### config.mk
export PLATFORM = sky130hd
export DESIGN_NAME = credit_flow_receive_ring_buffer_flat
export DESIGN_NICKNAME = d
export VERILOG_FILES = /design/src/rtl/core/crb_pkg.sv /design/src/rtl/core/crb_if.sv /design/src/rtl/core/crb_front.sv /design/src/rtl/core/crb_cmd_queue.sv /design/src/rtl/core/crb_back.sv /design/src/rtl/core/credit_flow_receive_ring_buffer.sv /design/src/flat_wrapper.sv
export VERILOG_INCLUDE_DIRS = /design/src /design/src/rtl/core
export SDC_FILE = /design/constraint.sdc
export NUM_CORES = 2
export LEC_CHECK = 0
export BUFFER_PORTS_ARGS = -buffer_cell sky130_fd_sc_hd__buf_4
export CORE_ASPECT_RATIO = 1.2
export CORE_MARGIN = 4
export CORE_UTILIZATION = 63
export DETAILED_ROUTE_END_ITERATION = 7
export HOLD_SLACK_MARGIN = 0.12
export MAX_ROUTING_LAYER = met4
export PLACE_DENSITY = 0.79
export SLEW_MARGIN = 0
export SYNTH_ARGS = -nofsm -noshare
export SYNTH_HDL_FRONTEND = slang
export SYNTH_SLANG_ARGS = --single-unit
### constraint.sdc
create_clock -name clk -period 4.2 [get_ports clk]
set_clock_uncertainty 0.05 [all_clocks]
set_input_delay 0.21 -clock clk [delete_from_list [all_inputs] [get_ports clk]]
set_output_delay 0.21 -clock clk [all_outputs]
set_load 0.005 [all_outputs]
### src/rtl/core/assert_macros.svh
// assertion macros shared by the rtl files that check themselves
// no dependencies
`ifndef ASSERT_MACROS_SVH
`define ASSERT_MACROS_SVH

// condition must hold at every clock edge outside reset
`define ASSERT_ALWAYS(label, clk, rst, cond, msg) \
  label: assert property (@(posedge clk) disable iff (rst) (cond)) else $error(msg);

// consequent must hold in the same cycle as the antecedent
`define ASSERT_IMPLIES(label, clk, rst, ante, cons, msg) \
  label: assert property (@(posedge clk) disable iff (rst) (ante) |-> (cons)) else $error(msg);

`endif

### src/rtl/core/crb_pkg.sv
// types and constants of the credit flow receive ring buffer
// no dependencies
package crb_pkg;

  localparam int LEN_W = 6;
  localparam int HELD_W_MAX = 14;
  localparam int CREDIT_W_MAX = 5;

  typedef logic [1:0] crb_kind_t;

  localparam crb_kind_t CMD_BYTE     = 2'd0;
  localparam crb_kind_t CMD_BYTE_END = 2'd1;
  localparam crb_kind_t CMD_READ     = 2'd2;

  typedef struct packed {
    crb_kind_t        kind;
    logic [7:0]       data;
    logic [LEN_W-1:0] len;
  } crb_cmd_t;

  typedef struct packed {
    logic [HELD_W_MAX-1:0]   held;
    logic [CREDIT_W_MAX-1:0] credits;
  } crb_stat_t;

endpackage

### src/rtl/core/crb_if.sv
// valid/ready channels of the credit flow receive ring buffer
// no dependencies
interface crb_req_if;
  logic       valid;
  logic       ready;
  logic       action;
  logic [7:0] data_byte;
  logic       packet_end;
  logic [5:0] read_len;

  modport source (output valid, action, data_byte, packet_end, read_len, input ready);
  modport sink (input valid, action, data_byte, packet_end, read_len, output ready);
endinterface

interface crb_rsp_if;
  logic       valid;
  logic       ready;
  logic       is_byte;
  logic [7:0] out_byte;
  logic [1:0] grant_count;
  logic [5:0] read_count;
  logic       overflow;
  logic       last;

  modport source (output valid, is_byte, out_byte, grant_count, read_count, overflow, last,
                  input ready);
  modport sink (input valid, is_byte, out_byte, grant_count, read_count, overflow, last,
                output ready);
endinterface

### src/rtl/core/crb_front.sv
// front end: takes input transfers and turns them into commands
// depends on crb_pkg and crb_req_if
module crb_front import crb_pkg::*; #(
  parameter int MAX_READ = 63
) (
  crb_req_if.sink   req,
  input  logic      q_full,
  output logic      push,
  output crb_cmd_t  push_cmd
);

  assign req.ready = !q_full;
  assign push = req.valid && req.ready;

  always_comb begin
    if (req.action) begin
      push_cmd.kind = CMD_READ;
    end else if (req.packet_end) begin
      push_cmd.kind = CMD_BYTE_END;
    end else begin
      push_cmd.kind = CMD_BYTE;
    end
    push_cmd.data = req.data_byte;
    if (req.read_len > LEN_W'(MAX_READ)) begin
      push_cmd.len = LEN_W'(MAX_READ);
    end else begin
      push_cmd.len = req.read_len;
    end
  end

endmodule

### src/rtl/core/crb_cmd_queue.sv
// two-entry command queue between front and back
// depends on crb_pkg
module crb_cmd_queue import crb_pkg::*; (
  input  logic     clk,
  input  logic     rst,
  input  logic     push,
  input  crb_cmd_t push_cmd,
  input  logic     pop,
  output crb_cmd_t head,
  output logic     full,
  output logic     empty
);

  crb_cmd_t   entries [2];
  logic       wr_ptr;
  logic       rd_ptr;
  logic [1:0] count;

  assign full  = (count == 2'd2);
  assign empty = (count == 2'd0);
  assign head  = entries[rd_ptr];

  always_ff @(posedge clk) begin
    if (push) begin
      entries[wr_ptr] <= push_cmd;
    end
  end

  always_ff @(posedge clk) begin
    if (rst) begin
      wr_ptr <= 1'b0;
      rd_ptr <= 1'b0;
      count  <= 2'd0;
    end else begin
      if (push) begin
        wr_ptr <= ~wr_ptr;
      end
      if (pop) begin
        rd_ptr <= ~rd_ptr;
      end
      case ({push, pop})
        2'b10:   count <= count + 2'd1;
        2'b01:   count <= count - 2'd1;
        default: count <= count;
      endcase
    end
  end

endmodule

### src/rtl/core/crb_back.sv
// back end: ring store, indices, credit count and result register
// depends on crb_pkg and crb_rsp_if
module crb_back import crb_pkg::*; #(
  parameter int PACKET_BYTES = 128,
  parameter int PACKET_SLOTS = 2
) (
  input  logic      clk,
  input  logic      rst,
  input  crb_cmd_t  head,
  input  logic      q_empty,
  output logic      pop,
  output crb_stat_t stat,
  crb_rsp_if.source rsp
);

  localparam int BUF_LEN = PACKET_SLOTS * PACKET_BYTES;
  localparam int IDX_W = $clog2(BUF_LEN);
  localparam int CR_W = $clog2(PACKET_SLOTS + 1);
  localparam int CMP_W = (IDX_W > LEN_W) ? IDX_W : LEN_W;

  localparam logic [1:0] ST_IDLE   = 2'd0;
  localparam logic [1:0] ST_READ   = 2'd1;
  localparam logic [1:0] ST_STATUS = 2'd2;

  logic [7:0]       ring [BUF_LEN];
  logic [7:0]       rdata;
  logic [1:0]       state;
  logic [IDX_W-1:0] wr_idx;
  logic [IDX_W-1:0] rd_idx;
  logic [IDX_W-1:0] held;
  logic [CR_W-1:0]  credits;
  logic             ovf_seen;
  logic [LEN_W-1:0] remaining;
  logic [LEN_W-1:0] rcount;

  logic             out_valid;
  logic             o_is_byte;
  logic [7:0]       o_byte;
  logic [1:0]       o_grant;
  logic [LEN_W-1:0] o_count;
  logic             o_ovf;
  logic             o_last;

  logic             out_free;
  logic             out_load;
  logic             ring_full;
  logic             mem_we;
  logic             mem_re;
  logic [IDX_W-1:0] wr_inc;
  logic [IDX_W-1:0] rd_inc;
  logic [CMP_W-1:0] held_ext;
  logic [CMP_W-1:0] len_ext;
  logic [LEN_W-1:0] n;
  logic [CR_W-1:0]  slots;
  logic [CR_W-1:0]  grant;

  assign rsp.valid       = out_valid;
  assign rsp.is_byte     = o_is_byte;
  assign rsp.out_byte    = o_byte;
  assign rsp.grant_count = o_grant;
  assign rsp.read_count  = o_count;
  assign rsp.overflow    = o_ovf;
  assign rsp.last        = o_last;

  assign stat.held    = HELD_W_MAX'(held);
  assign stat.credits = CREDIT_W_MAX'(credits);

  assign out_free  = !out_valid || rsp.ready;
  assign out_load  = out_free && ((state == ST_READ) || (state == ST_STATUS));
  assign ring_full = (held == IDX_W'(BUF_LEN - 1));
  assign wr_inc    = (wr_idx == IDX_W'(BUF_LEN - 1)) ? '0 : wr_idx + IDX_W'(1);
  assign rd_inc    = (rd_idx == IDX_W'(BUF_LEN - 1)) ? '0 : rd_idx + IDX_W'(1);
  assign held_ext  = CMP_W'(held);
  assign len_ext   = CMP_W'(head.len);
  assign n         = (held_ext < len_ext) ? LEN_W'(held_ext) : head.len;

  // whole free packet slots, one compare per slot boundary
  always_comb begin
    slots = '0;
    for (int k = 1; k < PACKET_SLOTS; k++) begin
      if (held <= IDX_W'(BUF_LEN - 1 - k * PACKET_BYTES)) begin
        slots = slots + CR_W'(1);
      end
    end
    grant = (slots > credits) ? slots - credits : '0;
  end

  always_comb begin
    pop    = 1'b0;
    mem_we = 1'b0;
    mem_re = 1'b0;
    unique case (state)
      ST_IDLE: begin
        if (!q_empty) begin
          pop = 1'b1;
          unique case (head.kind) inside
            CMD_BYTE, CMD_BYTE_END: mem_we = !ring_full;
            CMD_READ:               mem_re = (n != '0);
            default:                mem_we = 1'b0;
          endcase
        end
      end
      ST_READ: mem_re = out_free && (remaining != '0);
      ST_STATUS: mem_re = 1'b0;
      default: mem_re = 1'b0;
    endcase
  end

  always_ff @(posedge clk) begin
    if (mem_we) begin
      ring[wr_idx] <= head.data;
    end
    if (mem_re) begin
      rdata <= ring[rd_idx];
    end
  end

  always_ff @(posedge clk) begin
    if (rst) begin
      state     <= ST_IDLE;
      wr_idx    <= '0;
      rd_idx    <= '0;
      held      <= '0;
      credits   <= CR_W'(PACKET_SLOTS);
      ovf_seen  <= 1'b0;
      out_valid <= 1'b0;
    end else begin
      if (out_load) begin
        out_valid <= 1'b1;
      end else if (out_valid && rsp.ready) begin
        out_valid <= 1'b0;
      end
      unique case (state)
        ST_IDLE: begin
          if (!q_empty) begin
            unique case (head.kind) inside
              CMD_BYTE, CMD_BYTE_END: begin
                if (ring_full) begin
                  ovf_seen <= 1'b1;
                end else begin
                  wr_idx <= wr_inc;
                  held   <= held + IDX_W'(1);
                end
                if (head.kind == CMD_BYTE_END) begin
                  if (credits != '0) begin
                    credits <= credits - CR_W'(1);
                  end
                  rcount <= '0;
                  state  <= ST_STATUS;
                end
              end
              CMD_READ: begin
                rcount <= n;
                if (n == '0) begin
                  state <= ST_STATUS;
                end else begin
                  rd_idx    <= rd_inc;
                  held      <= held - IDX_W'(1);
                  remaining <= n - LEN_W'(1);
                  state     <= ST_READ;
                end
              end
              default: state <= ST_IDLE;
            endcase
          end
        end
        ST_READ: begin
          if (out_free) begin
            o_is_byte <= 1'b1;
            o_byte    <= rdata;
            o_grant   <= 2'd0;
            o_count   <= '0;
            o_ovf     <= 1'b0;
            o_last    <= 1'b0;
            if (remaining != '0) begin
              rd_idx    <= rd_inc;
              held      <= held - IDX_W'(1);
              remaining <= remaining - LEN_W'(1);
            end else begin
              state <= ST_STATUS;
            end
          end
        end
        ST_STATUS: begin
          if (out_free) begin
            o_is_byte <= 1'b0;
            o_byte    <= 8'd0;
            o_grant   <= 2'(grant);
            o_count   <= rcount;
            o_ovf     <= ovf_seen;
            o_last    <= 1'b1;
            credits   <= credits + grant;
            ovf_seen  <= 1'b0;
            state     <= ST_IDLE;
          end
        end
        default: state <= ST_IDLE;
      endcase
    end
  end

endmodule

### src/rtl/core/credit_flow_receive_ring_buffer.sv
// a packet end goes from the command queue through the idle and status states to the
// result register; a read's first byte goes through idle, the ring store read register,
// the read state and the result register, then one byte a cycle while the output is
// taken, then status; a plain byte needs only idle; one sequencer owns the ring store port
// reset: indices, fill and overflow flag clear, credits go to PACKET_SLOTS, ring
// contents are not cleared
`include "assert_macros.svh"

module credit_flow_receive_ring_buffer import crb_pkg::*; #(
  parameter int PACKET_BYTES = 128,
  parameter int PACKET_SLOTS = 2,
  parameter int MAX_READ = 63
) (
  input  logic      clk,
  input  logic      rst,
  crb_req_if.sink   req,
  crb_rsp_if.source rsp
);

  localparam int BUF_LEN = PACKET_SLOTS * PACKET_BYTES;
  localparam logic [HELD_W_MAX-1:0]   HELD_MAX = HELD_W_MAX'(BUF_LEN - 1);
  localparam logic [CREDIT_W_MAX-1:0] CR_MAX   = CREDIT_W_MAX'(PACKET_SLOTS);

  logic      push;
  crb_cmd_t  push_cmd;
  logic      pop;
  crb_cmd_t  head;
  logic      q_full;
  logic      q_empty;
  crb_stat_t stat;
  logic      byte_out;
  logic      byte_clean;

  crb_front #(
    .MAX_READ (MAX_READ)
  ) u_front (
    .req      (req),
    .q_full   (q_full),
    .push     (push),
    .push_cmd (push_cmd)
  );

  crb_cmd_queue u_queue (
    .clk      (clk),
    .rst      (rst),
    .push     (push),
    .push_cmd (push_cmd),
    .pop      (pop),
    .head     (head),
    .full     (q_full),
    .empty    (q_empty)
  );

  crb_back #(
    .PACKET_BYTES (PACKET_BYTES),
    .PACKET_SLOTS (PACKET_SLOTS)
  ) u_back (
    .clk     (clk),
    .rst     (rst),
    .head    (head),
    .q_empty (q_empty),
    .pop     (pop),
    .stat    (stat),
    .rsp     (rsp)
  );

  assign byte_out   = rsp.valid && rsp.is_byte;
  assign byte_clean = !rsp.last && (rsp.grant_count == 2'd0) && !rsp.overflow;

  `ASSERT_ALWAYS(a_held_bound, clk, rst, stat.held <= HELD_MAX, "ring fill past capacity")
  `ASSERT_ALWAYS(a_credit_bound, clk, rst, stat.credits <= CR_MAX, "credits out above slot count")
  `ASSERT_IMPLIES(a_byte_fields, clk, rst, byte_out, byte_clean, "byte result with status fields")

endmodule
### src/flat_wrapper.sv
// flat-port wrapper written by rule: the top's interface ports become plain ports
module credit_flow_receive_ring_buffer_flat import crb_pkg::*;
#(
  parameter int PACKET_BYTES = 128,
  parameter int PACKET_SLOTS = 2,
  parameter int MAX_READ = 63
)
  (clk, rst, req_valid, req_action, req_data_byte, req_packet_end, req_read_len, req_ready, rsp_valid, rsp_is_byte, rsp_out_byte, rsp_grant_count, rsp_read_count, rsp_overflow, rsp_last, rsp_ready);
  crb_req_if req_i ();
  crb_rsp_if rsp_i ();
  input  logic clk;
  input  logic rst;
  input wire logic [$bits(req_i.valid)-1:0] req_valid;
  input wire logic [$bits(req_i.action)-1:0] req_action;
  input wire logic [$bits(req_i.data_byte)-1:0] req_data_byte;
  input wire logic [$bits(req_i.packet_end)-1:0] req_packet_end;
  input wire logic [$bits(req_i.read_len)-1:0] req_read_len;
  output wire logic [$bits(req_i.ready)-1:0] req_ready;
  output wire logic [$bits(rsp_i.valid)-1:0] rsp_valid;
  output wire logic [$bits(rsp_i.is_byte)-1:0] rsp_is_byte;
  output wire logic [$bits(rsp_i.out_byte)-1:0] rsp_out_byte;
  output wire logic [$bits(rsp_i.grant_count)-1:0] rsp_grant_count;
  output wire logic [$bits(rsp_i.read_count)-1:0] rsp_read_count;
  output wire logic [$bits(rsp_i.overflow)-1:0] rsp_overflow;
  output wire logic [$bits(rsp_i.last)-1:0] rsp_last;
  input wire logic [$bits(rsp_i.ready)-1:0] rsp_ready;
  assign req_i.valid = req_valid;
  assign req_i.action = req_action;
  assign req_i.data_byte = req_data_byte;
  assign req_i.packet_end = req_packet_end;
  assign req_i.read_len = req_read_len;
  assign req_ready = req_i.ready;
  assign rsp_valid = rsp_i.valid;
  assign rsp_is_byte = rsp_i.is_byte;
  assign rsp_out_byte = rsp_i.out_byte;
  assign rsp_grant_count = rsp_i.grant_count;
  assign rsp_read_count = rsp_i.read_count;
  assign rsp_overflow = rsp_i.overflow;
  assign rsp_last = rsp_i.last;
  assign rsp_i.ready = rsp_ready;
  credit_flow_receive_ring_buffer #(.PACKET_BYTES(PACKET_BYTES), .PACKET_SLOTS(PACKET_SLOTS), .MAX_READ(MAX_READ)) u_core (.clk(clk), .rst(rst), .req(req_i), .rsp(rsp_i));
endmodule
## After elaboration in Yosys (flattened, before gate mapping)

Memories as Yosys holds them, arrays and structs flattened. A register that Yosys moved wholly into a read port is not among the register bits.
Cells that the tools add are included.

- Bitwise logic cells: 5
- Magnitude comparators: 4
- Multiplexer cells: 78
- Equal/unequal tests: 26
- Add/sub/neg operators: 11
- Reduce and logical (&&, ||, !) cells: 32

Operators by type and width:

| operator | number |
|---|---|
| 8-bit 2-to-1 mux | 14 |
| 8-bit case mux with 2 select lines | 4 |
| 6-bit 2-to-1 mux | 10 |
| 6-bit case mux with 2 select lines | 3 |
| 2-bit 2-to-1 mux | 14 |
| 8-bit by 1-bit adder with 8-bit output, second input constant | 3 |
| 8-bit equality test, second input constant | 3 |
| 1-bit 2-to-1 mux | 23 |
| 2-bit inequality test, second input constant | 10 |
| 2-bit case mux with 2 select lines | 4 |
| 5-bit AND reduction | 3 |
| 7-bit AND reduction | 2 |
| 2-bit nonzero test | 7 |
| 6-bit AND reduction | 2 |
| 6-bit nonzero test | 2 |
| 6-bit by 1-bit subtractor with 6-bit output, second input constant | 2 |
| 1-bit case mux with 2 select lines | 5 |
| 3-bit inequality test, second input constant | 3 |
| 2-bit equality test, second input constant | 4 |
| 8-bit by 7-bit <= comparator with 1-bit output, second input constant | 1 |
| 8-bit by 6-bit less-than comparator with 1-bit output | 1 |
| 4-bit AND reduction | 2 |
| 8-bit by 1-bit subtractor with 8-bit output, second input constant | 1 |
| 2-bit by 1-bit equality test with 1-bit output, second input constant | 3 |
| other kinds (16) | 30 |

- Word-level logic and storage cells: 176
- RAM bits: 2080
- Output and inout port bits: 21
- Input port bits: 20
- Bits in registers: 65
- Memories kept: 2

Memory list:

| memory | depth | width | rd ports | clocked after memory_dff | wr ports | RTL line | text |
|---|---|---|---|---|---|---|---|
| u_core.u_back.ring | 256 | 8 | 1 | 1 | 1 | crb_back.sv:25 | `logic [7:0] ring [BUF_LEN];` |
| u_core.u_queue.entries | 2 | 16 | 1 | 1 | 1 | crb_cmd_queue.sv:14 | `crb_cmd_t entries [2];` |

## Depth between registers and ports, before layout

- Depth in word-level cells: 7
- Depth in mapped cells: 13
- Depth with buffers taken out: 10

## Hierarchy

From an unflattened synthesis, not the netlist that was laid out.

- Cells, all modules: 3994
- Area, all modules: 84088.1 sq um

By module, submodules not included:

| module | cells an instance | sequential area each (sq um) | times used | area each (sq um) |
|---|---|---|---|---|
| crb_back | 3904 | 63270.7 | 1 | 82618.0 |
| crb_cmd_queue | 72 | 1061.0 | 1 | 1356.3 |
| crb_front | 18 | 0.0 | 1 | 113.9 |

## Least setup slack after synthesis

OpenSTA, ideal clock, no wires.

- Path type: register -> register
- From: reg with a tool-made name
- To: reg u_core.u_back.rdata[0] (read register of u_core.u_back.ring) (enable)
- Arrival: 2.940 ns
- Clock period less this slack: 3.374 ns
- Required time: 3.766 ns
- Setup time: 0.384 ns
- Buffers on the path: 2
- Cell stages (with the launch flop): 11
- Path slack: 0.826 ns
- Cells stage by stage: dfxtp_1 > buf_6 > clkbuf_1 > mux2i_1 > ha_1 > o211ai_1 > a21o_1 > a211oi_1 > o32ai_4 > nand2_1 > o21ai_0

RTL lines:

| element | RTL line | text |
|---|---|---|
| to (decl) | crb_back.sv:26 | `logic [7:0] rdata;` |

==> impl_metrics.tcl <==
set metrics [dict create \
    p_int_mw 39.7 \
    core_area_um2 132000 \
    syn_to_final_growth_pct 13.3 \
    antenna_found_initial 7 \
    finalNetCount 4371 \
    yosysTopAreaCellShare 0.760 \
    die_width_um 341 \
    syn_inst 3999 \
    grt_overflow_total 0 \
    dieArea_um2 139000 \
    root_buffer "clkbuf_16" \
    ir_worst_vdd_v 0.000483 \
    fin_area_um2 94900 \
    cts.htree.levels 4 \
    grtUsageTotal 0.326 \
    status "completed" \
    dp_hpwl_um 126000 \
    synth_flop_cell "edfxtp_1" \
    die_y_um 407 \
    drive_gt1_frac 0.271 \
    viasPerCell 7.09 \
    synth-warning-count 0 \
    dr.pass1.iters 8 \
    placed_area_um2 88000 \
    boundaryPins 41 \
    rows 146 \
    swShare 0.259 \
    critPathCaptureType "register" \
    drtIter0Drc 7226 \
    synth_edf_count 2119 \
    ys_async_sr_fraction 0 \
    cts_tree "done" \
    synth_seq_cells 2154 \
    yosysMostFrequentCell "edfxtp_1" \
    clkPwrFrac 0.339 \
    yosysUniqueCellTypes 73 \
    p_leak_nw 29.4 \
    hold_class "primary input to register" \
    grt_max_degree 167 \
    antenna_left 0 \
    finalSetupViolCount 0 \
    finalCriticalPeriod_ns 3.78 \
    post_cts_buffers 0 \
    p_per_area_nw_per_um2 564 \
    drc 0 \
    seq_area_frac_synth 0.768 \
    cts_sinks 2154 \
    synthTopCellsByCount "2119 x edfxtp_1, 524 x mux4_2, 328 x nor2_1" \
    rsz0062_at_grt "false" \
    drv_cap 0 \
    num_vias 44500 \
    grt_pass1_vias 44900 \
    critPathLaunchType "register" \
    pwr-share-seq 0.483 \
    maxSlewViolCount 0 \
    relSlewSlack 0.131 \
    critPathKind "register to register" \
    ctsLongestPathBuffers 3 \
    synth_area_um2 83800 \
    grt_pass1_wl_um 316000 \
    ys_top_cells_by_area "edfxtp_1 76%, mux4_2 14%, nor2_1 1.5%" \
    synth_fp_nets 4042 \
    fmax_mhz 265 \
    wirelength_um 216000 \
    path_clk_slew_ns 0.07 \
    post-route-period-util 0.899 \
    synth.avg_cell_area_um2 20.9 \
    worst_pin_slew_ns 1.30 \
    crit_arrival_ns 4.27 \
    cts_inserted_buffers 192 \
    crit_fanout 20 \
    finalSetupTns_ns 0 \
    initial_core_util 0.634 \
    routedWlPerCell_um 34.4 \
    p_comb_frac 0.177 \
    finalHoldViolations 0 \
    power_switching_mw 13.8 \
    synth.largest_area_cell "edfxtp_1" \
    required_ns 4.70 \
    gp_congestion 0.936 \
    port_buffers 40 \
    clk_latency_ns 0.84 \
]
==> power groups by stage <==
stage / Combinational, mW / Clock [mW] / Sequential [mW]
after floorplan: 6.18 / 0 / 26.3
after global placement: 9.04 / 0 / 26.3
after detailed placement: 9.29 / 0 / 26.3
after CTS: 9.45 / 18.3 / 25.8
after global routing: 10.0 / 19.3 / 25.9
final: 9.48 / 18.2 / 25.9
==> per-layer routing <==
layer,vias up,global-route usage,wire length [µm]
met2,3621,0.498,105000
met4,0,0.172,14100
met1,22800,0.414,71300
li1,17300,-,-
met3,773,0.0789,25600
met5,-,-,0
==> area by class of cell <==
| class | count | area (µm²) |
|---|---|---|
| fillers | 7055 | 37200 |
| diodes | 9 | 22.5 |
| flip-flops and latches | 2154 | 64300 |
| multi-input cells | 1570 | 18300 |
| clock buffers | 231 | 5080 |
| inverters | 19 | 71.3 |
| well taps | 1776 | 2220 |
| clock inverters | 132 | 1460 |
| repair buffers | 391 | 3400 |
==> flip-flops by register name (all words and copies together) (netlist names), 6 cells and up, named ones only <==
| name | flops |
|---|---|
| u_core.u_back.remaining | 6 |
| u_core.u_back.rd_idx | 8 |
| u_core.u_back.rsp.out_byte | 8 |
| u_core.u_back.rsp.read_count | 6 |
| u_core.u_queue.entries | 32 |
| u_core.u_back.rdata | 8 |
| u_core.u_back.ring | 2048 |
| u_core.u_back.wr_idx | 8 |
| u_core.u_back.rcount | 6 |
| u_core.u_back.held | 8 |
==> layout by cell type, fill, tap and decap left out, types with 6 or more instances in the layout <==
cell type	instances
buf_4	325
clkbuf_1	31
bufinv_16	28
mux2i_1	35
o221ai_1	8
nand3_1	41
a22oi_1	86
a22o_1	56
or2_2	10
edfxtp_1	2119
o22ai_1	24
clkinvlp_4	11
nand2_1	69
inv_1	17
nor2b_1	26
o21ai_0	32
a21oi_1	62
nor2_1	327
a221oi_1	56
mux2_2	6
xor2_1	11
clkinv_1	42
a211oi_1	6
ha_1	23
nand4_1	10
mux4_2	524
clkinv_2	35
o21a_1	6
clkbuf_16	196
inv_6	8
and2_1	10
nor4_1	6
buf_12	30
mux2_8	8
a31oi_1	7
dlygate4sd3_1	36
dfxtp_1	31
diode_2	9
xnor2_1	8
nor3_1	34
==> cell families (layout without fill, tap and decap cells) <==
family / Yosys count / after routing / share of synthesized area
AOI/OAI and AO/OA: 385 / 385 / 0.0341
xor gates and xnor gates: 19 / 19 / 0.00199
adders and majority gates: 23 / 23 / 0.00344
buffers and inverters: 275 / 773 / 0.0156
DFF: 2154 / 2154 / 0.768
muxes: 575 / 575 / 0.147
other: 0 / 9 / 0
and+or+nand+nor: 568 / 568 / 0.0297
==> worst max-delay path, cell delays in order (launching register included) <==
cell and delay, ns:
dfxtp_4 0.71, buf_4 0.32, buf_12 0.20, buf_4 0.28, mux4_2 0.34, a22oi_1 0.35
a21oi_1 0.19, nor3_1 0.65, o22a_1 0.24, o21ai_0 0.11
==> final timing paths <==
| check | start | endpoint | slack, ns | depth (start not counted) |
|---|---|---|---|---|
| worst max register to register | u_core.u_back.rd_idx[1]$_SDFFE_PP0P_ | u_core.u_back.rdata[1]$_DFFE_PP_ | 0.42 | 9 |
| worst max-delay path | u_core.u_back.rd_idx[1]$_SDFFE_PP0P_ | u_core.u_back.rdata[1]$_DFFE_PP_ | 0.42 | 9 |
| worst min register to register | u_core.u_back.ovf_seen$_SDFFE_PP0P_ | u_core.u_back.ovf_seen$_SDFFE_PP0P_ | 0.46 | 2 |
| worst min-delay path | req_action | u_core.u_queue.entries[0][14]$_DFFE_PP_ | 0.20 | 3 |
==> stage by stage <==
| stage | setup slack [ns] | util | cells | hold slack (ns) | power (mW) |
|---|---|---|---|---|---|
| after floorplan | 0.826 | - | 3999 | 0.259 | 32.5 |
| after global placement | 0.607 | 0.666 | 5874 | 0.348 | 35.3 |
| after detailed placement | 0.516 | 0.666 | 5874 | 0.351 | 35.6 |
| after CTS | 0.482 | 0.718 | 6273 | 0.154 | 53.5 |
| after global routing | 0.130 | 0.718 | 6281 | 0.191 | 55.1 |
| final | 0.423 | 0.718 | 6282 | 0.204 | 53.5 |
==> timing repair <==
| action | CTS | global route |
|---|---|---|
| endpoints found under the hold margin | 84 | 0 |
| hold buffers | 36 | 0 |
| resized for setup | 0 | 0 |
Power figures use the tool's default switching activity.
